[src/rtl/dtl_pkg.sv]
// ----------------------------------------------------------------------------
// dtl_pkg
// Shared types, constants and arithmetic helpers of the dense tanh layer.
// ----------------------------------------------------------------------------
package dtl_pkg;

    localparam int MAX_IN  = 32;
    localparam int MAX_OUT = 32;
    localparam int RES_CAP = 32;

    localparam int IN_CAP  = (MAX_IN  < RES_CAP) ? MAX_IN  : RES_CAP;
    localparam int OUT_CAP = (MAX_OUT < RES_CAP) ? MAX_OUT : RES_CAP;

    localparam int IN_AW   = $clog2(MAX_IN);
    localparam int OUT_AW  = $clog2(MAX_OUT);
    localparam int W_DEPTH = MAX_IN * MAX_OUT;
    localparam int W_AW    = $clog2(W_DEPTH);

    localparam int CNT_W   = 6;
    localparam int ACC_W   = 40;
    localparam int RND_W   = ACC_W - 12;

    localparam logic [CNT_W-1:0] COUNT_RESET = CNT_W'(32);
    localparam logic signed [15:0] BIAS_INIT = 16'sd410;
    localparam int ONE_Q = 4096;

    localparam logic [2:0] OP_WR_W  = 3'd0;
    localparam logic [2:0] OP_WR_B  = 3'd1;
    localparam logic [2:0] OP_FWD   = 3'd2;
    localparam logic [2:0] OP_GRAD  = 3'd3;
    localparam logic [2:0] OP_RD_WG = 3'd4;
    localparam logic [2:0] OP_RD_BG = 3'd5;

    localparam logic [1:0] KIND_ACT = 2'd0;
    localparam logic [1:0] KIND_IG  = 2'd1;
    localparam logic [1:0] KIND_WG  = 2'd2;
    localparam logic [1:0] KIND_BG  = 2'd3;

    localparam logic CFG_IN_COUNT  = 1'b0;
    localparam logic CFG_OUT_COUNT = 1'b1;

    typedef struct packed {
        logic [2:0]        op;
        logic [4:0]        row;
        logic [4:0]        col;
        logic signed [15:0] value;
        logic              last;
    } dtl_in_t;

    typedef struct packed {
        logic [1:0]        kind;
        logic [4:0]        index;
        logic signed [15:0] value_res;
        logic              last_res;
    } dtl_out_t;

    // round half up back to Q3.12
    function automatic logic signed [RND_W-1:0] rnd12(input logic signed [ACC_W-1:0] v);
        logic signed [ACC_W-1:0] t;
        t = v + $signed(ACC_W'(2048));
        return t[ACC_W-1:12];
    endfunction

    function automatic logic signed [15:0] sat16(input logic signed [RND_W-1:0] v);
        if (v > $signed(RND_W'(32767)))
            return 16'sh7fff;
        else if (v < -$signed(RND_W'(32768)))
            return 16'sh8000;
        else
            return v[15:0];
    endfunction

    function automatic logic [CNT_W-1:0] eff_count(input logic [CNT_W-1:0] r, input int cap);
        if (r == '0)
            return CNT_W'(1);
        else if (int'(r) > cap)
            return CNT_W'(cap);
        else
            return r;
    endfunction

    // tanh(k/8) in Q3.12, entries past the end hold the top value
    function automatic logic [11:0] tanh_tab(input logic [5:0] k);
        case (k)
            6'd0:  return 12'd0;
            6'd1:  return 12'd509;
            6'd2:  return 12'd1003;
            6'd3:  return 12'd1468;
            6'd4:  return 12'd1893;
            6'd5:  return 12'd2272;
            6'd6:  return 12'd2602;
            6'd7:  return 12'd2883;
            6'd8:  return 12'd3119;
            6'd9:  return 12'd3315;
            6'd10: return 12'd3475;
            6'd11: return 12'd3604;
            6'd12: return 12'd3707;
            6'd13: return 12'd3790;
            6'd14: return 12'd3856;
            6'd15: return 12'd3908;
            6'd16: return 12'd3949;
            6'd17: return 12'd3981;
            6'd18: return 12'd4006;
            6'd19: return 12'd4026;
            6'd20: return 12'd4041;
            6'd21: return 12'd4053;
            6'd22: return 12'd4063;
            6'd23: return 12'd4070;
            6'd24: return 12'd4076;
            6'd25: return 12'd4080;
            6'd26: return 12'd4084;
            6'd27: return 12'd4086;
            6'd28: return 12'd4089;
            6'd29: return 12'd4090;
            6'd30: return 12'd4091;
            6'd31: return 12'd4092;
            default: return 12'd4093;
        endcase
    endfunction

endpackage

[src/rtl/dtl_tanh.sv]
// ----------------------------------------------------------------------------
// dtl_tanh
// Table tanh with linear interpolation over a Q3.12 input clamped to +-4.
// ----------------------------------------------------------------------------
module dtl_tanh (
    input  logic signed [15:0] z,
    output logic signed [15:0] y
);
    import dtl_pkg::*;

    logic [15:0] mag;
    logic [5:0]  idx;
    logic [8:0]  frac;
    logic [11:0] base;
    logic [11:0] nxt;
    logic [21:0] step;
    logic [12:0] mag_y;

    always_comb
    begin
        mag   = z[15] ? 16'(-z) : 16'(z);
        idx   = mag[14:9];
        frac  = mag[8:0];
        base  = tanh_tab(idx);
        nxt   = tanh_tab(idx + 6'd1);
        // table is monotonic so the slope is never negative
        step  = 22'(nxt - base) * 22'(frac) + 22'd256;
        mag_y = 13'(base) + 13'(step[21:9]);
        y     = z[15] ? -$signed({3'b000, mag_y}) : $signed({3'b000, mag_y});
    end

endmodule

[config.mk]
export PLATFORM = sky130hd
export DESIGN_NAME = dtl_tanh
export DESIGN_NICKNAME = d
export VERILOG_FILES = /design/src/rtl/dtl_pkg.sv /design/src/rtl/dtl_tanh.sv
export SDC_FILE = /design/constraint.sdc
export NUM_CORES = 1
export LEC_CHECK = 0
export BUFFER_PORTS_ARGS = -buffer_cell sky130_fd_sc_hd__buf_2
export CORE_ASPECT_RATIO = 1.25
export CORE_UTILIZATION = 45
export DETAILED_ROUTE_END_ITERATION = 16
export GPL_TIMING_DRIVEN = 0
export PLACE_DENSITY_LB_ADDON = 0.15
export SKIP_LAST_GASP = 1
export SLEW_MARGIN = 20
export SYNTH_ARGS = -nofsm -noshare
export SYNTH_HDL_FRONTEND = slang
export SYNTH_SLANG_ARGS = --single-unit
[constraint.sdc]
create_clock -name vclk -period 20.4
set_input_delay 4.08 -clock vclk [all_inputs]
set_output_delay 4.08 -clock vclk [all_outputs]
set_load 0.01 [all_outputs]
==> results by stage <==
Detailed routing:
- The number of routed nets with antenna violations is 0.
- The first detailed-routing pass took 5 iterations.
- In the routed layout, each cell is associated on average with a via count of 5.57.
- The post-detailed-route wirelength per cell is 16.6 um.
- For this block, the routed nets add up to 20.0 mm of wire.
- The detailed router finished its first iteration with 572 violations.
- The detailed-route DRC error count is 0.
- The routed layout has 6,708 vias.

Logic synthesis:
- After synthesis, the mean cell area works out to 7.75 um2.
- Yosys printed 0 warnings.
- Synthesis produced 959 cells.
- The count of different cell masters after synthesis is 71.
- The fraction of synthesized cell area in xor and xnor cells is 9.47%.
- The synthesized netlist devotes 43.1% of its cell area to adder and majority cells.
- After synthesis, the largest family of logic cells by area is adder cells.
- The fraction of the yosys area taken by sequential cells is 0%.
- The net count after synthesis is 1,171.
- In the synthesized netlist, mux cells make up 1.85% of the area.
- The synthesized netlist occupies a cell area of 7430 um2.
- The post-synthesis compound-gate area fraction is 17.4%.
- The fraction of the mapped netlist area in simple logic gates is 17.8%.

Timing:
- The shortest clock period the worst path allows after layout is 19.69 ns.
- The number of failing hold endpoints at the final stage is 0.
- Setup violations remaining at the end of the flow were counted as 0.
- After layout, the worst path uses 96.5% of the clock period.
- The tightest slew margin relative to the limit is 25.2%.
- At the pin with the least slew margin, the transition time is 1.11 ns.
- Timing would allow up to 50.8 MHz.
- Setup repair after global routing could not meet its margin everywhere.
- The number of max-slew violations in the final report is 0.

Global route:
- The wire length of the first global-routing pass is 32.9 mm.
- The total overflow reported by the global router is 0.
- The number of antenna violations at the first check in global routing came to 0.
- The number of global-route vias before repair is 6,578.
- The global-route usage over all layers is 24.4%.
- Entering global routing, the biggest net connects 14 pins.

Critical path:
- The category of the most critical setup path is in -> out.
- At the worst endpoint, the required time is 16.32 ns.
- The critical-path maximum fanout is 13.
- The worst setup path is launched from a primary input.
- In this design, the stage delay of the slowest critical-path cell is 0.55 ns.
- The most repeated library cell on the critical path is inv_1.
- The cell type of the slowest stage on the worst timing path is fa_1.
- The type of destination of the critical path is an output port.
- The startpoint of the most critical setup path is z[5].
- The worst endpoint data arrival time is 15.61 ns.

Die:
- The area of the die is 17,000 um2.
- The die outline height is 146 um.
- The die outline width is 117 um.
- The number of top-level design ports is 32.
- The total area inside the core boundary comes to 16,200 um2.
- The floorplan has 52 rows.
- The initial core utilization is 45.9%.

Cells and area:
- The library cells used most frequently in the layout, excluding fill and tap cells, are inv_1, nand2_1, fa_1, nor2_1, ha_1.
- The multi-input combinational cells in the finished layout cover a total of 6820 um2.
- The library cell used most frequently in the layout, excluding fill and tap cells, is inv_1.
- Counting the clock-network buffers in the layout gives 0.
- The synthesis-to-finish area growth is 7.98%.
- The post-route core utilization is 49.6%.
- The number of antenna diodes is 0.
- After filler insertion, the fill cell instance count of the layout stands at 1,663.
- The final layout contains a sequential cell count of 0.
- The post-route netlist has 9.81% of its cells at a drive strength greater than 1.
- The number of nets at the end of the flow is 1,203.
- Registers take 0 um2.

Worst hold path:
- The class of the most critical hold timing path is in -> out.
- The beginning of the worst hold path is z[14].

Outcome:
- The run finished with clean final reports.

Placed design:
- The wire-length estimate of the detail-placed layout is 16.4 mm.
- The placer congestion estimate is 0.957.
- The number of port buffers is 30.

Flow run:
- The total of max-cap violations is 0.

Clocking:
- After clock tree synthesis, the flow added hold-fix buffers numbering 0.
## critical path, delay by kind of cell
kind                       cells  cell delay, ns
adders and majority gates     11            4.36
AOI/OAI and AO/OA             14            2.99
and+or+nand+nor               10            2.07
buffers and inverters         11            1.38
xor gates and xnor gates       3            0.71
## cell families after synthesis
kind of cell,Yosys count
AND/OR/NAND/NOR,294
adder cells (fa/ha/maj),196
XOR/XNOR,74
AO/OA/AOI/OAI,185
multiplexers,13
buffers and inverters,197
## through the flow
stage                     area, um2  hold WS, ns  cells  setup WS [ns]  setup TNS [ns]
after detailed placement       7860         9.25   1205          -1.45          -13.76
after global routing           8030         9.32   1205        -0.0204         -0.0211
after global placement         7860         9.25   1205          -1.36          -12.25
final                          8030         9.26   1205          0.711               0
after floorplan                7430         8.75    959           1.09               0
after CTS                      7920         9.25   1206        0.00974               0
## synthesized netlist by cell type, drive strengths merged, types with 11 or more instances
| cell type | count | area share [%] |
|---|---|---|
| nand3 | 18 | 1.3 |
| nor3 | 15 | 1.0 |
| and2 | 15 | 1.3 |
| o31ai | 11 | 1.5 |
| nor2 | 96 | 4.8 |
| clkbuf | 23 | 1.2 |
| xor2 | 20 | 2.7 |
| inv | 162 | 8.2 |
| ha | 96 | 16 |
| a21oi | 40 | 2.7 |
| nor2b | 14 | 1.2 |
| nand2 | 108 | 5.5 |
| xnor2 | 54 | 6.8 |
| o21ai | 38 | 2.6 |
| a211oi | 14 | 1.4 |
| a31oi | 12 | 1.0 |
| fa | 100 | 27 |
## what timing repair did
action | in CTS | in global routing
setup buffers | 1 | 1
gates resized for setup | 12 | 23
pin swaps | 1 | 2
setup endpoints to repair | 15 | 10
cloned | 0 | 0
## metal layers
metal | vias to the layer above | share of wire, % | global-route usage [%]
li1 | 3244 | - | -
met1 | 3210 | 42 | 32.5
met2 | 220 | 50 | 43.3
met3 | 34 | 4.4 | 0.791
met4 | 0 | 3.2 | 5.44
met5 | - | 0 | 0
## path summary, 6_finish.rpt
path  slack, ns    end  depth (start not counted)
max        0.71  y[10]                         49
min        9.26   y[0]                          6
## area by class of cell
cell class	count	share of cell area, %
Buffer	31	2.00
Tap cell	216	3.37
Timing Repair Buffer	32	2.06
Multi-Input combinational cell	762	84.9
Inverter	164	7.68
Power is left out: the tool's default activity adds up to more than one toggle a clock period on the data nets, which glitch-free logic cannot reach.
