$ cat src/rtl/dtl_pkg.sv
// ----------------------------------------------------------------------------
// dtl_pkg
// Shared types, constants and arithmetic helpers of the dense tanh layer.
// ----------------------------------------------------------------------------
package dtl_pkg;

    localparam int MAX_IN  = 32;
    localparam int MAX_OUT = 32;
    localparam int RES_CAP = 32;

    localparam int IN_CAP  = (MAX_IN  < RES_CAP) ? MAX_IN  : RES_CAP;
    localparam int OUT_CAP = (MAX_OUT < RES_CAP) ? MAX_OUT : RES_CAP;

    localparam int IN_AW   = $clog2(MAX_IN);
    localparam int OUT_AW  = $clog2(MAX_OUT);
    localparam int W_DEPTH = MAX_IN * MAX_OUT;
    localparam int W_AW    = $clog2(W_DEPTH);

    localparam int CNT_W   = 6;
    localparam int ACC_W   = 40;
    localparam int RND_W   = ACC_W - 12;

    localparam logic [CNT_W-1:0] COUNT_RESET = CNT_W'(32);
    localparam logic signed [15:0] BIAS_INIT = 16'sd410;
    localparam int ONE_Q = 4096;

    localparam logic [2:0] OP_WR_W  = 3'd0;
    localparam logic [2:0] OP_WR_B  = 3'd1;
    localparam logic [2:0] OP_FWD   = 3'd2;
    localparam logic [2:0] OP_GRAD  = 3'd3;
    localparam logic [2:0] OP_RD_WG = 3'd4;
    localparam logic [2:0] OP_RD_BG = 3'd5;

    localparam logic [1:0] KIND_ACT = 2'd0;
    localparam logic [1:0] KIND_IG  = 2'd1;
    localparam logic [1:0] KIND_WG  = 2'd2;
    localparam logic [1:0] KIND_BG  = 2'd3;

    localparam logic CFG_IN_COUNT  = 1'b0;
    localparam logic CFG_OUT_COUNT = 1'b1;

    typedef struct packed {
        logic [2:0]        op;
        logic [4:0]        row;
        logic [4:0]        col;
        logic signed [15:0] value;
        logic              last;
    } dtl_in_t;

    typedef struct packed {
        logic [1:0]        kind;
        logic [4:0]        index;
        logic signed [15:0] value_res;
        logic              last_res;
    } dtl_out_t;

    // round half up back to Q3.12
    function automatic logic signed [RND_W-1:0] rnd12(input logic signed [ACC_W-1:0] v);
        logic signed [ACC_W-1:0] t;
        t = v + $signed(ACC_W'(2048));
        return t[ACC_W-1:12];
    endfunction

    function automatic logic signed [15:0] sat16(input logic signed [RND_W-1:0] v);
        if (v > $signed(RND_W'(32767)))
            return 16'sh7fff;
        else if (v < -$signed(RND_W'(32768)))
            return 16'sh8000;
        else
            return v[15:0];
    endfunction

    function automatic logic [CNT_W-1:0] eff_count(input logic [CNT_W-1:0] r, input int cap);
        if (r == '0)
            return CNT_W'(1);
        else if (int'(r) > cap)
            return CNT_W'(cap);
        else
            return r;
    endfunction

    // tanh(k/8) in Q3.12, entries past the end hold the top value
    function automatic logic [11:0] tanh_tab(input logic [5:0] k);
        case (k)
            6'd0:  return 12'd0;
            6'd1:  return 12'd509;
            6'd2:  return 12'd1003;
            6'd3:  return 12'd1468;
            6'd4:  return 12'd1893;
            6'd5:  return 12'd2272;
            6'd6:  return 12'd2602;
            6'd7:  return 12'd2883;
            6'd8:  return 12'd3119;
            6'd9:  return 12'd3315;
            6'd10: return 12'd3475;
            6'd11: return 12'd3604;
            6'd12: return 12'd3707;
            6'd13: return 12'd3790;
            6'd14: return 12'd3856;
            6'd15: return 12'd3908;
            6'd16: return 12'd3949;
            6'd17: return 12'd3981;
            6'd18: return 12'd4006;
            6'd19: return 12'd4026;
            6'd20: return 12'd4041;
            6'd21: return 12'd4053;
            6'd22: return 12'd4063;
            6'd23: return 12'd4070;
            6'd24: return 12'd4076;
            6'd25: return 12'd4080;
            6'd26: return 12'd4084;
            6'd27: return 12'd4086;
            6'd28: return 12'd4089;
            6'd29: return 12'd4090;
            6'd30: return 12'd4091;
            6'd31: return 12'd4092;
            default: return 12'd4093;
        endcase
    endfunction

endpackage

$ cat src/rtl/dtl_result_reg.sv
// ----------------------------------------------------------------------------
// dtl_result_reg
// Output register holding one result beat until the consumer takes it.
// ----------------------------------------------------------------------------
module dtl_result_reg (
    input  logic                clk,
    input  logic                rst_n,
    input  logic                load,
    input  dtl_pkg::dtl_out_t   load_data,
    output logic                free,
    output logic                result_valid,
    input  logic                result_ready,
    output dtl_pkg::dtl_out_t   result
);
    import dtl_pkg::*;

    logic     valid_reg;
    logic     valid_next;
    dtl_out_t data_reg;

    assign free         = !valid_reg || result_ready;
    assign result_valid = valid_reg;
    assign result       = data_reg;

    always_comb
    begin
        if (load)
            valid_next = 1'b1;
        else if (result_ready)
            valid_next = 1'b0;
        else
            valid_next = valid_reg;
    end

    always_ff @(posedge clk or negedge rst_n)
    begin
        if (!rst_n)
            valid_reg <= 1'b0;
        else
            valid_reg <= valid_next;
    end

    always_ff @(posedge clk)
    begin
        if (load)
            data_reg <= load_data;
    end

endmodule

$ cat config.mk
export PLATFORM = sky130hd
export DESIGN_NAME = dtl_result_reg
export DESIGN_NICKNAME = d
export VERILOG_FILES = /design/src/rtl/dtl_pkg.sv /design/src/rtl/dtl_result_reg.sv
export SDC_FILE = /design/constraint.sdc
export NUM_CORES = 1
export LEC_CHECK = 0
export CAP_MARGIN = 20
export CELL_PAD_IN_SITES_DETAIL_PLACEMENT = 1
export CELL_PAD_IN_SITES_GLOBAL_PLACEMENT = 2
export CORE_MARGIN = 8
export CORE_UTILIZATION = 43
export CTS_BUF_LIST = sky130_fd_sc_hd__clkbuf_4
export CTS_CLUSTER_DIAMETER = 80
export DETAILED_ROUTE_END_ITERATION = 7
export DONT_BUFFER_PORTS = 1
export HOLD_SLACK_MARGIN = 0.02
export PLACE_DENSITY_LB_ADDON = 0.25
export RECOVER_POWER = 25
export SYNTH_ARGS = -nofsm -noshare
export SYNTH_HDL_FRONTEND = slang
export SYNTH_SLANG_ARGS = --single-unit
export TNS_END_PERCENT = 100
$ cat constraint.sdc
create_clock -name clk -period 1.2 [get_ports clk]
set_input_delay 0.24 -clock clk [delete_from_list [all_inputs] [get_ports clk]]
set_output_delay 0.24 -clock clk [all_outputs]
set_load 0.03 [all_outputs]
==> flow_metrics.tcl, run 1 <==
set metrics [dict create \
    maxSlewViolCount 0 \
    num_vias 363 \
    htreeDepth 1 \
    hold_class "primary input to register" \
    antennaDiodeCount 0 \
    grt_usage_pct 9.338 \
    yosysTopAreaCellShare_pct 93.81 \
    hp-start "load" \
    tightest_slew_ns 0.3128 \
    ctsRootBufferMaster "clkbuf_4" \
    critPathMaxStageDelay_ns 0.45 \
    row_count 15 \
    cts_tree "yes" \
    wl_per_cell_um 20.09 \
    start_util_pct 44.98 \
    antenna_found_initial 0 \
    maxCapViolCount 0 \
    nets 86 \
    skew_ns 0 \
    ir_drop_uv 928.7 \
    post_cts_buffers 0 \
    critical_path_buf_inv_count 1 \
    reg2reg_to "result_valid$_DFFE_PN0P_" \
    fmax_mhz 856.3 \
    synth-xor-area-share_pct 0 \
    grt_pass1_vias 435 \
    outcome "finished clean" \
    end_kind "output port" \
    cts.sinks 25 \
    crit_arrival_ns 0.93 \
    synth-seq-cells 25 \
    setup_tns_ns 0 \
    die_w_um 58.27 \
    clockBufferDepth 2 \
    clkLatencyLatePin_ns 0.31 \
    cp.required_ns 0.96 \
    cpLargestDelayFamily "flip-flops" \
    synth_compound_area_share_pct 0 \
    synthAdderAreaFrac_pct 0 \
    path_max_fanout 2 \
    avgSynthCellArea_um2 28.45 \
    syn-cell-area_um2 768.2 \
    p_per_area_nw_per_um2 1512 \
    vias_per_cell 4.427 \
    slowest_stage "dfrtp_1" \
    holdPathEnd "result[19]$_DFFE_PP_" \
    slew_headroom_pct 79.19 \
    postLayoutCoreUtil_pct 63.88 \
    core_um2 1708 \
    power.total_uw 1649 \
    critPathKind "register to output port" \
    synth-seq-area-share_pct 97.07 \
    drtIter0Drc 6 \
    area_growth_pct 42.02 \
    cts.clk_slew.worst_paths_ns 0.14 \
    place_congestion 0.6670 \
    synth-edff-count 24 \
    overflow 0 \
    cts_buffers 3 \
    yosys-top-cells-area "edfxtp_1 94%, dfrtp_1 3.3%, nand2b_4 1.8%" \
    hold_viol 0 \
    holdBufCountCts 25 \
    synth.distinct_cells 4 \
    ios 54 \
    p_leak_uw 0.0003816 \
    synth.area.mux_share_pct 0 \
    fin_crit_sh_pct 97.32 \
    rsz0062_at_grt "no" \
    drt-total-wl_um 1647 \
    io_buffers 0 \
    synth_top_cells_by_count "24 x edfxtp_1, 1 x dfrtp_1, 1 x nand2b_2, 1 x nand2b_4" \
    r2r_setup_slack_ns 0.43 \
    synth_top_family_by_area "simple AND/OR/NAND/NOR gates" \
    yosys_warnings 0 \
    synth_ff_type "edfxtp_1" \
    synthArstFlopShare_pct 4.000 \
    worst_setup_path_start_kind "register" \
    grt_pass1_wl_um 2263 \
    synth_top_area_cell "edfxtp_1" \
    r2r_start "result_valid$_DFFE_PN0P_" \
    drive_above_1_share_pct 12.28 \
    setup_viol 0 \
    synth.most_common_cell "edfxtp_1" \
    syn_nets 55 \
    die_h_um 58.27 \
    die-area_um2 3395 \
    route.antenna.remaining_nets 0 \
    period_needed_ns 1.168 \
    drc 0 \
    grt_max_degree 26 \
    whs_path_depth 0 \
    reg2regPathDepth 2 \
    crit_chain "buf_6" \
    dr.pass1.iters 3 \
    synthSimpleGateAreaFrac_pct 2.932 \
    synthCells 27 \
]
-- cell families (layout without fill, tap and decap cells) --
family / count (synthesis) / count (layout)
buffers and inverters: 0 / 30
DFF: 25 / 25
and+or+nand+nor: 2 / 2
-- sequential cells by signal (all words and copies together), names as in the netlist --
signal	flops
result	24
result_valid	1
-- how the worst max path moves through the flow --
stage	startpoint	end	slack (ns)	depth (start not counted)
4_1_cts	result_valid$_DFFE_PN0P_	result_valid	0.02	1
2_1_floorplan	result_valid$_DFFE_PN0P_	free	0.29	1
5_1_grt	result_valid$_DFFE_PN0P_	result_valid	0.006	1
3_5_place_dp	result_valid$_DFFE_PN0P_	result_valid	0.38	1
6_report	result_valid$_DFFE_PN0P_	result_valid	0.03	1
3_3_place_gp	result_valid$_DFFE_PN0P_	result_valid	0.40	1
-- power breakdown --
| part | internal (µW) | leakage, µW | total [µW] | switching (µW) |
|---|---|---|---|---|
| clock network | 127 | 0.0000139 | 363 | 236 |
| registers | 1040 | 0.000246 | 1200 | 161 |
| logic | 63.0 | 0.000122 | 88.4 | 25.4 |
-- cell type report --
type / count / area [µm²]
clock buffers: 3 / 22.52
flip-flops and latches: 25 / 745.7
fillers: 133 / 616.8
multi-input cells: 2 / 22.52
well taps: 25 / 31.28
repair buffers: 26 / 261.5
clock inverters: 1 / 7.507
-- layout by cell type, fill, tap and decap left out, drive strengths merged --
master / n
edfxtp: 24
clkinvlp: 1
buf: 1
dfrtp: 1
clkbuf: 3
nand2b: 2
dlygate4sd3: 25
-- metal layers --
metal | global-route usage (%) | wire (µm) | up-vias
met3 | 5.960 | 199 | 0
met4 | 4.196 | 0 | 0
met2 | 17.48 | 897 | 27
met1 | 7.133 | 550 | 172
met5 | 0 | 0 | -
li1 | - | - | 164
-- per-stage QoR --
step	instances	hold WS [ns]	worst slack, ns	cell area [µm²]
final	82	0.02322	0.03215	1091
after global routing	82	0.004618	0.005699	1091
after CTS	82	0.02303	0.02009	1087
after detailed placement	53	-0.05552	0.3836	807.0
after global placement	53	-0.05555	0.3955	807.0
after floorplan	27	-0.05559	0.2884	768.2
-- timing repair --
action                                  in CTS  in global routing
resized for setup                            0                  1
endpoints found under the setup margin       0                  1
hold endpoints to repair                    25                 24
Power figures use the tool's default switching activity.
==> inputs of run 2 (changes only) <==
CORE_ASPECT_RATIO = 0.9   (was unset)
==> run 2 against run 1 <==
  * Wire length up 1.6%
  * Sequential share of layout area rose by 0.078 points
  * Core utilization grew 0.92 points
  * Die area barely moved
  * Power increased by 0.79%
==> flow_metrics.tcl, run 2 (synthesis results as in run 1) <==
set metrics [dict create \
    outcome "finished clean" \
    crit_arrival_ns 0.90 \
    ir_drop_uv 878.8 \
    hold_viol 0 \
    wl_per_cell_um 20.65 \
    p_leak_uw 0.0003860 \
    nets 86 \
    crit_chain "buf_6" \
    post_cts_buffers 0 \
    antenna_found_initial 0 \
    holdBufCountCts 25 \
    drc 0 \
    dp_cells 52 \
    fin_crit_sh_pct 94.90 \
    setup_viol 0 \
    skew_ns 0 \
    drive_above_1_share_pct 12.28 \
    postLayoutCoreUtil_pct 64.81 \
    path_max_fanout 2 \
    overflow 0 \
    num_vias 364 \
    vias_per_cell 4.494 \
    slowest_stage "dfrtp_1" \
    grt_pass1_vias 434 \
    worst_setup_path_start_kind "register" \
    io_buffers 0 \
    hold_class "primary input to register" \
    critPathMaxStageDelay_ns 0.44 \
    mostFrequentLayoutCells "25 x dlygate4sd3_1, 24 x edfxtp_1, 4 x clkbuf_4" \
    cts.sinks 25 \
    p_per_area_nw_per_um2 1525 \
    start_util_pct 45.68 \
    cpLargestDelayFamily "flip-flops" \
    cts_tree "yes" \
    rsz0062_at_grt "no" \
    grt_pass1_wl_um 2325 \
    clkLatencyLatePin_ns 0.30 \
    maxCapViolCount 0 \
    final_common_cell "dlygate4sd3_1" \
    ios 54 \
    place_area_um2 805.8 \
    htreeDepth 1 \
    cts.clk_slew.worst_paths_ns 0.12 \
    area_growth_pct 41.86 \
    largest_reg_flops 24 \
    ctsRootBufferMaster "clkbuf_4" \
    hold-worst-slack_ns 0.03817 \
    maxSlewViolCount 0 \
    antennaDiodeCount 0 \
    end_kind "output port" \
    critical_path_buf_inv_count 1 \
    cts_buffers 3 \
    die_h_um 56.10 \
    die_w_um 60.56 \
    setup_tns_ns 0 \
    grt_max_degree 26 \
    tightest_slew_ns 0.3168 \
    drtIter0Drc 3 \
    core_um2 1682 \
    row_count 14 \
    fmax_mhz 878.1 \
    slew_headroom_pct 78.92 \
    die-area_um2 3397 \
    dr.pass1.iters 2 \
    grt_usage_pct 9.686 \
    drt-total-wl_um 1673 \
    final_cells 81 \
    final_cell_area_um2 1090 \
    clockBufferDepth 2 \
    route.antenna.remaining_nets 0 \
    cp.required_ns 0.96 \
    critPathKind "register to output port" \
    period_needed_ns 1.139 \
    place_congestion 0.6337 \
]
run 2: cell count changes in the layout (fill, tap and decap cells not counted), sizes merged:
cell	change
clkbuf	+1
clkinvlp	-1
run 2: final cells by class:
class,instances,area (µm²)
clock buffer,4,30.03
fill,139,591.8
multi-input combinational,2,22.52
sequential,25,745.7
tap,24,30.03
timing repair buffer,26,261.5
run 2: layer usage:
layer / global-route usage [%] / share of wire [%] / up-vias
met1: 8.864 / 38 / 173
met4: 3.987 / 0 / 0
met2: 17.68 / 55 / 27
met5: 0 / 0 / -
met3: 4.157 / 6.5 / 0
li1: - / - / 164
run 2: report_power, final:
group / internal (µW) / switching, µW / total, µW
clock network: 152 / 223 / 375
registers: 1040 / 162 / 1200
logic: 63.0 / 24.6 / 87.6
run 2: final timing paths:
kind / from / end / slack [ns] / cells after the start
min: load / result[4]$_DFFE_PP_ / 0.04 / 0
max in group asynchronous: rst_n / result_valid$_DFFE_PN0P_ / 0.96 / 1
max reg2reg: result_valid$_DFFE_PN0P_ / result_valid$_DFFE_PN0P_ / 0.45 / 2
min in group asynchronous: rst_n / result_valid$_DFFE_PN0P_ / 0.13 / 1
max: result_valid$_DFFE_PN0P_ / result_valid / 0.06 / 1
min reg2reg: result_valid$_DFFE_PN0P_ / result_valid$_DFFE_PN0P_ / 0.66 / 2
run 2: per-stage QoR:
stage                     total power, µW  setup slack, ns
after floorplan                      1223           0.2884
after global placement               1242           0.3977
after detailed placement             1243           0.3809
after CTS                            1667          0.03027
after global routing                 1718         0.001992
final                                1662          0.06122
run 2: what timing repair did:
action | CTS | global route
resized for setup | 0 | 1
endpoints found under the setup margin | 0 | 1
hold endpoints to repair | 25 | 24
